## src/nssam_pkg.sv

```systemverilog
// ----------------------------------------------------------------------------
// nssam_pkg
// Shared types and constants for the nine-slice source address mapper.
// ----------------------------------------------------------------------------
`timescale 1ns / 1ps

package nssam_pkg;

	// coordinate and index widths
	localparam int COORD_BITS   = 12;
	localparam int INDEX_BITS   = 2 * COORD_BITS;
	localparam int SPAN_BITS    = COORD_BITS + 2;
	localparam int CFG_IDX_BITS = 3;

	typedef logic [COORD_BITS-1:0]       coord_t;
	typedef logic [INDEX_BITS-1:0]       index_t;
	typedef logic signed [SPAN_BITS-1:0] span_t;

	// configuration register map
	typedef enum logic [CFG_IDX_BITS-1:0] {
		REG_SRC_WIDTH     = CFG_IDX_BITS'(0),
		REG_SRC_HEIGHT    = CFG_IDX_BITS'(1),
		REG_DST_WIDTH     = CFG_IDX_BITS'(2),
		REG_DST_HEIGHT    = CFG_IDX_BITS'(3),
		REG_BORDER_LEFT   = CFG_IDX_BITS'(4),
		REG_BORDER_RIGHT  = CFG_IDX_BITS'(5),
		REG_BORDER_TOP    = CFG_IDX_BITS'(6),
		REG_BORDER_BOTTOM = CFG_IDX_BITS'(7)
	} cfg_reg_t;

	// request word: one destination pixel
	typedef struct packed {
		coord_t out_x;
		coord_t out_y;
	} req_word_t;

	// response word: the source pixel that lands there
	typedef struct packed {
		coord_t src_x;
		coord_t src_y;
		index_t src_pixel_index;
		logic   covered;
	} rsp_word_t;

	// per-axis context that rides alongside the centre division
	typedef struct packed {
		logic   hit;      // some band of this axis maps the coordinate
		logic   use_ctr;  // the winning band is the centre band
		coord_t first;    // source start of the centre band
		coord_t s_border; // source coordinate from the winning border band
		coord_t dn;       // destination centre size (divisor)
	} axis_ctx_t;

	// per-axis band decode result
	typedef struct packed {
		axis_ctx_t ctx;
		coord_t    d;     // offset into the centre band
		coord_t    sn;    // source centre size
	} axis_dec_t;

endpackage

```

## src/nssam_band_decode.sv

```systemverilog
// ----------------------------------------------------------------------------
// nssam_band_decode
// Works out which of the three bands of one axis map a destination
// coordinate, and sets up the centre band's scaling operands.
// ----------------------------------------------------------------------------
`timescale 1ns / 1ps

module nssam_band_decode (
	input  nssam_pkg::coord_t    c,
	input  nssam_pkg::coord_t    ssize,
	input  nssam_pkg::coord_t    dsize,
	input  nssam_pkg::coord_t    first,
	input  nssam_pkg::coord_t    last,
	output nssam_pkg::axis_dec_t dec
);
	import nssam_pkg::*;

	span_t c_s, ss_s, ds_s, f_s, l_s;
	span_t sn_s, dn_s, dlast_s, s2_s;
	logic  b_first, b_ctr, b_last;

	always_comb begin
		// signed views with headroom for negative band sizes
		c_s     = $signed({2'b00, c});
		ss_s    = $signed({2'b00, ssize});
		ds_s    = $signed({2'b00, dsize});
		f_s     = $signed({2'b00, first});
		l_s     = $signed({2'b00, last});
		sn_s    = ss_s - f_s - l_s;
		dn_s    = ds_s - f_s - l_s;
		dlast_s = ds_s - l_s;
		s2_s    = ss_s - ds_s + c_s;

		// first border: one to one, must lie inside the source
		b_first = (first != '0) && (c < first) && (c < ssize);
		// centre: both centre sizes positive and coordinate inside the band
		b_ctr   = !sn_s[SPAN_BITS-1] && (sn_s != '0) && !dn_s[SPAN_BITS-1] && (dn_s != '0)
			&& (c_s >= f_s) && (c_s < dlast_s);
		// last border: one to one from the end, source must not go negative
		b_last  = (last != '0) && (c_s >= dlast_s) && (c < dsize) && !s2_s[SPAN_BITS-1];

		// later bands win
		dec.ctx.hit      = b_first | b_ctr | b_last;
		dec.ctx.use_ctr  = b_ctr & ~b_last;
		dec.ctx.first    = first;
		dec.ctx.s_border = b_last ? s2_s[COORD_BITS-1:0] : c;
		dec.ctx.dn       = dn_s[COORD_BITS-1:0];
		dec.d            = c - first;
		dec.sn           = sn_s[COORD_BITS-1:0];
	end

endmodule

```

## src/nssam_div_pipe.sv

```systemverilog
// ----------------------------------------------------------------------------
// nssam_div_pipe
// Pipelined restoring divider, one quotient bit per stage. The dividend's
// upper half must be below the divisor, so the quotient fits a coordinate.
// ----------------------------------------------------------------------------
`timescale 1ns / 1ps

module nssam_div_pipe (
	input  logic                 clk,
	input  logic                 en,
	input  nssam_pkg::index_t    dividend,
	input  nssam_pkg::axis_ctx_t ctx_in,
	output nssam_pkg::coord_t    quotient,
	output nssam_pkg::axis_ctx_t ctx_out
);
	import nssam_pkg::*;

	localparam int STEPS = COORD_BITS;

	// stage registers, one entry per quotient bit
	coord_t    rem_s [STEPS];
	coord_t    lo_s  [STEPS];
	coord_t    quo_s [STEPS];
	axis_ctx_t ctx_s [STEPS];

	for (genvar k = 0; k < STEPS; k++) begin : g_step
		coord_t            rem_in, lo_in, quo_in;
		axis_ctx_t         ctx_cur;
		logic [COORD_BITS:0] trial;
		logic              ge;

		// stage inputs
		if (k == 0) begin : g_head
			assign rem_in  = dividend[INDEX_BITS-1:COORD_BITS];
			assign lo_in   = dividend[COORD_BITS-1:0];
			assign quo_in  = '0;
			assign ctx_cur = ctx_in;
		end else begin : g_body
			assign rem_in  = rem_s[k-1];
			assign lo_in   = lo_s[k-1];
			assign quo_in  = quo_s[k-1];
			assign ctx_cur = ctx_s[k-1];
		end

		// shift in one dividend bit and try the subtract
		always_comb begin
			trial = {rem_in, lo_in[COORD_BITS-1]};
			ge    = trial >= {1'b0, ctx_cur.dn};
		end

		always_ff @(posedge clk) begin
			if (en) begin
				rem_s[k] <= ge ? coord_t'(trial - {1'b0, ctx_cur.dn}) : trial[COORD_BITS-1:0];
				lo_s[k]  <= {lo_in[COORD_BITS-2:0], 1'b0};
				quo_s[k] <= {quo_in[COORD_BITS-2:0], ge};
				ctx_s[k] <= ctx_cur;
			end
		end
	end

	assign quotient = quo_s[STEPS-1];
	assign ctx_out  = ctx_s[STEPS-1];

endmodule

```

## src/nine_slice_source_address_mapper_core.sv

```systemverilog
// ----------------------------------------------------------------------------
// nine_slice_source_address_mapper_core
// Stages: decode, centre multiply, 12 divider stages, select, index multiply.
// Throughput: one word per cycle while rsp_stall does not hold the pipeline;
// the 12-stage centre divider is fully pipelined.
// Reset: asynchronous, active low; clears valids and the input skid buffer and
// loads the register defaults (sizes 1, borders 0).
// ----------------------------------------------------------------------------
`timescale 1ns / 1ps

module nine_slice_source_address_mapper_core (
	input  logic                    clk,
	input  logic                    arst_n,
	input  logic                    req_valid,
	output logic                    req_stall,
	input  nssam_pkg::req_word_t    req_data,
	output logic                    rsp_valid,
	input  logic                    rsp_stall,
	output nssam_pkg::rsp_word_t    rsp_data,
	input  logic                    cfg_wr_en,
	input  logic [nssam_pkg::CFG_IDX_BITS-1:0] cfg_index,
	input  nssam_pkg::coord_t       cfg_wdata
);
	import nssam_pkg::*;

	localparam int DIV_STAGES = COORD_BITS;

	// configuration registers
	coord_t src_width_q, src_height_q, dst_width_q, dst_height_q;
	coord_t border_left_q, border_right_q, border_top_q, border_bottom_q;

	always_ff @(posedge clk or negedge arst_n) begin
		if (!arst_n) begin
			src_width_q     <= coord_t'(1);
			src_height_q    <= coord_t'(1);
			dst_width_q     <= coord_t'(1);
			dst_height_q    <= coord_t'(1);
			border_left_q   <= '0;
			border_right_q  <= '0;
			border_top_q    <= '0;
			border_bottom_q <= '0;
		end else if (cfg_wr_en) begin
			unique case (cfg_reg_t'(cfg_index))
				REG_SRC_WIDTH:     src_width_q     <= cfg_wdata;
				REG_SRC_HEIGHT:    src_height_q    <= cfg_wdata;
				REG_DST_WIDTH:     dst_width_q     <= cfg_wdata;
				REG_DST_HEIGHT:    dst_height_q    <= cfg_wdata;
				REG_BORDER_LEFT:   border_left_q   <= cfg_wdata;
				REG_BORDER_RIGHT:  border_right_q  <= cfg_wdata;
				REG_BORDER_TOP:    border_top_q    <= cfg_wdata;
				REG_BORDER_BOTTOM: border_bottom_q <= cfg_wdata;
				default: ;
			endcase
		end
	end

	// pipeline advance: the output stage is empty or being taken
	logic en;
	logic v_s16;
	assign en = !v_s16 || !rsp_stall;

	// input skid buffer parts the request side from the pipeline stall
	logic      skid_v_q;
	req_word_t skid_q;
	logic      take_req;
	logic      in_v;
	req_word_t in_word;

	assign req_stall = skid_v_q;
	assign take_req  = req_valid && !skid_v_q;
	assign in_v      = skid_v_q || req_valid;
	assign in_word   = skid_v_q ? skid_q : req_data;

	always_ff @(posedge clk or negedge arst_n) begin
		if (!arst_n) begin
			skid_v_q <= 1'b0;
		end else if (en) begin
			skid_v_q <= 1'b0;
		end else if (take_req) begin
			skid_v_q <= 1'b1;
		end
	end

	always_ff @(posedge clk) begin
		if (!en && take_req) begin
			skid_q <= req_data;
		end
	end

	// band decode for both axes
	axis_dec_t dec_x, dec_y;

	nssam_band_decode u_dec_x (
		.c     (in_word.out_x),
		.ssize (src_width_q),
		.dsize (dst_width_q),
		.first (border_left_q),
		.last  (border_right_q),
		.dec   (dec_x)
	);

	nssam_band_decode u_dec_y (
		.c     (in_word.out_y),
		.ssize (src_height_q),
		.dsize (dst_height_q),
		.first (border_top_q),
		.last  (border_bottom_q),
		.dec   (dec_y)
	);

	// s1: decoded bands
	logic      v_s1, tgt_s1;
	axis_dec_t decx_s1, decy_s1;

	always_ff @(posedge clk or negedge arst_n) begin
		if (!arst_n) begin
			v_s1 <= 1'b0;
		end else if (en) begin
			v_s1 <= in_v;
		end
	end

	always_ff @(posedge clk) begin
		if (en) begin
			tgt_s1  <= (in_word.out_x < dst_width_q) && (in_word.out_y < dst_height_q);
			decx_s1 <= dec_x;
			decy_s1 <= dec_y;
		end
	end

	// s2: centre offset times source centre size
	logic      v_s2, tgt_s2;
	index_t    prodx_s2, prody_s2;
	axis_ctx_t ctxx_s2, ctxy_s2;

	always_ff @(posedge clk or negedge arst_n) begin
		if (!arst_n) begin
			v_s2 <= 1'b0;
		end else if (en) begin
			v_s2 <= v_s1;
		end
	end

	always_ff @(posedge clk) begin
		if (en) begin
			tgt_s2   <= tgt_s1;
			prodx_s2 <= index_t'(decx_s1.d) * index_t'(decx_s1.sn);
			prody_s2 <= index_t'(decy_s1.d) * index_t'(decy_s1.sn);
			ctxx_s2  <= decx_s1.ctx;
			ctxy_s2  <= decy_s1.ctx;
		end
	end

	// s3 to s14: divide by the destination centre size
	coord_t    qx, qy;
	axis_ctx_t ctxx_d, ctxy_d;

	nssam_div_pipe u_div_x (
		.clk      (clk),
		.en       (en),
		.dividend (prodx_s2),
		.ctx_in   (ctxx_s2),
		.quotient (qx),
		.ctx_out  (ctxx_d)
	);

	nssam_div_pipe u_div_y (
		.clk      (clk),
		.en       (en),
		.dividend (prody_s2),
		.ctx_in   (ctxy_s2),
		.quotient (qy),
		.ctx_out  (ctxy_d)
	);

	// valid and in-target flags alongside the divider stages
	logic [DIV_STAGES-1:0] v_div_s;
	logic [DIV_STAGES-1:0] tgt_div_s;

	always_ff @(posedge clk or negedge arst_n) begin
		if (!arst_n) begin
			v_div_s <= '0;
		end else if (en) begin
			v_div_s <= {v_div_s[DIV_STAGES-2:0], v_s2};
		end
	end

	always_ff @(posedge clk) begin
		if (en) begin
			tgt_div_s <= {tgt_div_s[DIV_STAGES-2:0], tgt_s2};
		end
	end

	// s15: pick the winning band per axis and apply coverage
	coord_t sx, sy;
	logic   hit;
	logic   v_s15, hit_s15;
	coord_t sx_s15, sy_s15;

	always_comb begin
		sx  = ctxx_d.use_ctr ? coord_t'(ctxx_d.first + qx) : ctxx_d.s_border;
		sy  = ctxy_d.use_ctr ? coord_t'(ctxy_d.first + qy) : ctxy_d.s_border;
		hit = tgt_div_s[DIV_STAGES-1] && ctxx_d.hit && ctxy_d.hit;
	end

	always_ff @(posedge clk or negedge arst_n) begin
		if (!arst_n) begin
			v_s15 <= 1'b0;
		end else if (en) begin
			v_s15 <= v_div_s[DIV_STAGES-1];
		end
	end

	always_ff @(posedge clk) begin
		if (en) begin
			hit_s15 <= hit;
			sx_s15  <= hit ? sx : '0;
			sy_s15  <= hit ? sy : '0;
		end
	end

	// s16: linear source index, output register
	rsp_word_t word_s16;

	always_ff @(posedge clk or negedge arst_n) begin
		if (!arst_n) begin
			v_s16 <= 1'b0;
		end else if (en) begin
			v_s16 <= v_s15;
		end
	end

	always_ff @(posedge clk) begin
		if (en) begin
			word_s16.src_x           <= sx_s15;
			word_s16.src_y           <= sy_s15;
			word_s16.src_pixel_index <= index_t'(sy_s15) * index_t'(src_width_q)
				+ index_t'(sx_s15);
			word_s16.covered         <= hit_s15;
		end
	end

	assign rsp_valid = v_s16;
	assign rsp_data  = word_s16;

	// an uncovered pixel reports all-zero coordinates and index
	a_uncovered_zero: assert property (@(posedge clk) disable iff (!arst_n)
		rsp_valid && !rsp_data.covered |->
			rsp_data.src_x == '0 && rsp_data.src_y == '0 && rsp_data.src_pixel_index == '0)
		else $error("uncovered word carries a nonzero source address");

	// a parked request word stays put until the pipeline moves
	a_skid_hold: assert property (@(posedge clk) disable iff (!arst_n)
		skid_v_q && !en |=> skid_v_q && $stable(skid_q))
		else $error("skid buffer lost or changed its word during a stall");

	// the skid buffer only fills while the pipeline is held
	a_skid_fill: assert property (@(posedge clk) disable iff (!arst_n)
		$rose(skid_v_q) |-> $past(!en))
		else $error("skid buffer filled while the pipeline was advancing");

endmodule

```

## config.mk

```make
export PLATFORM = sky130hd
export DESIGN_NAME = nine_slice_source_address_mapper_core
export DESIGN_NICKNAME = d
export VERILOG_FILES = /design/src/nssam_pkg.sv /design/src/nssam_band_decode.sv /design/src/nssam_div_pipe.sv /design/src/nine_slice_source_address_mapper_core.sv
export SDC_FILE = /design/constraint.sdc
export NUM_CORES = 2
export LEC_CHECK = 0
export ABC_AREA = 1
export ABC_CLOCK_PERIOD_IN_PS = 84300
export BUFFER_PORTS_ARGS = -buffer_cell sky130_fd_sc_hd__buf_2
export CORE_MARGIN = 1.5
export CORE_UTILIZATION = 60
export CTS_BUF_LIST = sky130_fd_sc_hd__clkbuf_16
export DETAILED_ROUTE_END_ITERATION = 12
export MAX_ROUTING_LAYER = met4
export PLACE_DENSITY = 0.8
export SYNTH_ARGS = -nofsm -noshare
export SYNTH_HDL_FRONTEND = slang
export SYNTH_SLANG_ARGS = --single-unit
```

## constraint.sdc

```tcl
create_clock -name clk -period 84.3 [get_ports clk]
set_input_delay 16.86 -clock clk [delete_from_list [all_inputs] [get_ports clk]]
set_output_delay 16.86 -clock clk [all_outputs]
set_load 0.05 [all_outputs]
```

==> flow_summary.yaml <==
sta:
  worst_slew_margin_rel_pct: 15.1
  clock.fmax_mhz: 47.4
  maxSlewViolCount: 0
  setup_viol: 0
  rsz0062_at_grt: "false"
  finalHoldViolCount: 0
  post-route-min-period_ps: 21100
  setup_total_negative_slack_ps: 0
  final_clock_period_utilization_by_the_worst_path_pct: 25.0
  finalClockSkew_ps: 47.9
  worst_margin_slew_ps: 1270
synth:
  synth.yosys.seq_area_share_pct: 55.7
  synth_area_per_cell_sq_um: 11.1
  synthDistinctLibCells: 61
  asyncSetResetFlopFracSynth_pct: 5.91
  synth_ff_type: "edfxtp_1"
  post_synth_inst_count: 9168
  syn-cell-area_sq_mm: 0.102
  synth.ff_latch_count: 1913
  synth-edff-count: 1800
  syn_nets: 10300
  number_of_warnings_issued_by_yosys: 0
floorplan:
  fp-row-count: 151
  fp.coreArea_sq_mm: 0.169
  ios: 95
  die_h_um: 416
  area_enclosed_by_the_die_boundary_sq_mm: 0.173
  die_x_um: 416
  initial_utilization_pct: 60.3
critical_path:
  critPathLaunch: "rsp_stall"
  path_max_fanout: 160
  crit_path_start_kind: "input pin"
  r2r.worst_path.cells: 15
  endpoint_kind: "flop"
  crit_type: "input pin to flop"
  reg2reg_to: "rsp_data[16]$_DFFE_PN_"
  cp.required_ps: 84710
  arrival_ps: 21510
  regToRegStartpoint: "src_width_q[3]$_DFFE_PN0P_"
  reg2reg_slack_ps: 78610
clock_tree:
  cts_hold_buf: 0
  cts_repair_resize_count: 0
  tritoncts: "done"
  cts_htree_levels: 4
  clkSlewWorstSetupHoldPaths_ps: 60
  insertion_delay_ps: 830
  clock_tree.buffer_depth: 3
  post_cts.repair.setup_buffers: 0
  cts_num_sinks: 1913
  cts-buffers-inserted: 186
  cts_root_cell: "clkbuf_16"
route:
  drcViolationCount: 0
  vias: 65000
  routed_wl_um: 221000
  drt_iter0_drc: 5094
  drt.antenna.violating_nets: 0
  wl_per_cell_um: 18.8
  detailedRoute.firstPassIterationCount: 8
  detail_route.vias_per_cell: 5.55
grt:
  grt_use_total_pct: 26.5
  antenna_found_initial: 5
  globalRoute.totalOverflow: 0
  via_count_of_the_first_global_routing_pass: 65400
  pin_count_of_the_biggest_net_entering_global_routing: 209
  grt_pass1_wl_um: 349000
placed_design:
  dp_wirelength_um: 155000
  place_congestion: 0.941
  port_buffers: 94
cells_and_area:
  num-nets-final: 10500
  area_growth_syn_to_layout_pct: 8.77
  drive_gt1_share_pct: 5.61
hold_path:
  holdCritStartpoint: "u_div_x.quo_s[2][27]$_DFFE_PN_"
  hold_path_end: "u_div_x.quo_s[2][40]$_DFFE_PN_"
  whs_path_depth: 0
  hold_path_class: "flop to flop"
job:
  cap_violations: 0
status:
  run_status: "complete, no violations"
==> cells by family (layout without fill, tap and decap cells) <==
family / count (synthesis) / in the layout / synth area share, %
other: 0 / 4 / 0
AOI/OAI and AO/OA: 1225 / 1225 / 6.81
adders and majority gates: 1114 / 1114 / 16.2
xor gates and xnor gates: 386 / 386 / 3.31
buffers and inverters: 1708 / 2031 / 6.50
muxes: 1 / 1 / 0.0110
and+or+nand+nor: 2821 / 2821 / 11.4
DFF: 1913 / 1913 / 55.7
==> sequential cells by signal, indices dropped and copies added, names as in the netlist, 66 cells and up <==
register and flops:
u_div_x.rem_s 132, u_div_x.quo_s 78, u_div_x.lo_s 66, u_div_y.quo_s 78
u_div_y.lo_s 66, u_div_x.ctx_s 444, u_div_y.ctx_s 444, u_div_y.rem_s 132
==> cell type report <==
type / count / area (sq um)
timing repair buffer: 125 / 743
tap: 2218 / 2780
fill: 12300 / 58200
sequential: 1913 / 56900
clock inverter: 161 / 1540
inverter: 1559 / 5850
multi-input combinational: 5547 / 38600
antenna: 4 / 10.0
clock buffer: 186 / 4650
==> placed cells by master, fill, tap and decap left out, drive strengths merged, types with 17 or more instances in the layout <==
cell,count
nand4,109
xnor2,198
nor3,62
a21o,32
xor2,188
nor4,17
o21ai,422
a211oi,17
inv,1610
bufinv,19
nor2,524
dfrtp,109
clkinv,76
o211ai,18
edfxtp,1800
fa,351
buf,125
clkbuf,186
o21bai,25
nand2,1774
a31oi,59
o21a,21
a21oi,592
nand3,297
ha,763
==> worst max path at each step <==
stage / to / slack, ps / depth (start not counted)
3_3_place_gp: u_div_y.ctx_s[2][47]$_DFFE_PN_ / 62570 / 7
5_1_grt: u_div_x.ctx_s[2][83]$_DFFE_PN_ / 62840 / 7
6_report: u_div_x.rem_s[2][35]$_DFFE_PN_ / 63200 / 7
4_1_cts: u_div_x.ctx_s[2][38]$_DFFE_PN_ / 63270 / 7
2_1_floorplan: skid_q[0]$_DFFE_PP_ / 33570 / 3
3_5_place_dp: u_div_y.ctx_s[2][46]$_DFFE_PN_ / 62440 / 7
==> per-stage QoR <==
step                instances  setup slack, ps  utilization [%]  cell area [sq um]  hold WS (ps)
CTS                     11700            63270             65.6             111000           380
global route            11700            62840             65.6             111000           391
detailed placement      11400            62440             61.9             105000           405
floorplan                9168            33570                -             102000           400
finish                  11700            63200             65.6             111000           386
global placement        11400            62570             61.9             105000           400
==> synth_stat cells, drive strengths merged (3+ instances only) <==
cell	n	area share [%]
nor3b	6	0.044
a31oi	59	0.37
nor3	62	0.30
nor4	17	0.10
a211oi	17	0.12
clkbuf	100	0.37
nand4	109	0.72
nor2	524	1.9
ha	763	9.3
o21a	21	0.15
o21ai	422	2.2
xnor2	198	1.7
o311ai	3	0.077
a221oi	7	0.097
fa	351	6.9
o211ai	18	0.19
nand3	297	1.5
inv	1558	5.7
o2111ai	4	0.034
buf	49	0.40
edfxtp	1800	53
and2	4	0.025
o21bai	25	0.18
or2	14	0.086
o221ai	3	0.026
nand2	1774	6.6
o31ai	5	0.037
dfstp	4	0.10
nand3b	12	0.088
a21o	32	0.24
xor2	188	1.6
a21boi	11	0.081
a21oi	592	2.9
dfrtp	109	2.7
==> per-layer routing <==
layer	GRT usage [%]	part of all wire, %	up-vias
li1	-	-	31100
met2	44.1	50	2104
met4	9.40	3.5	0
met1	33.3	41	31200
met5	-	0	-
met3	3.76	5.9	487
==> worst max-delay path: stages <==
cell and delay, ps:
buf_2 110, nand2_4 250, buf_12 500, buf_4 750, buf_4 870, buf_4 780, buf_4 890
Power is not shown: default switching activity piles up to over one toggle a cycle in this logic, so the estimate is an artifact.
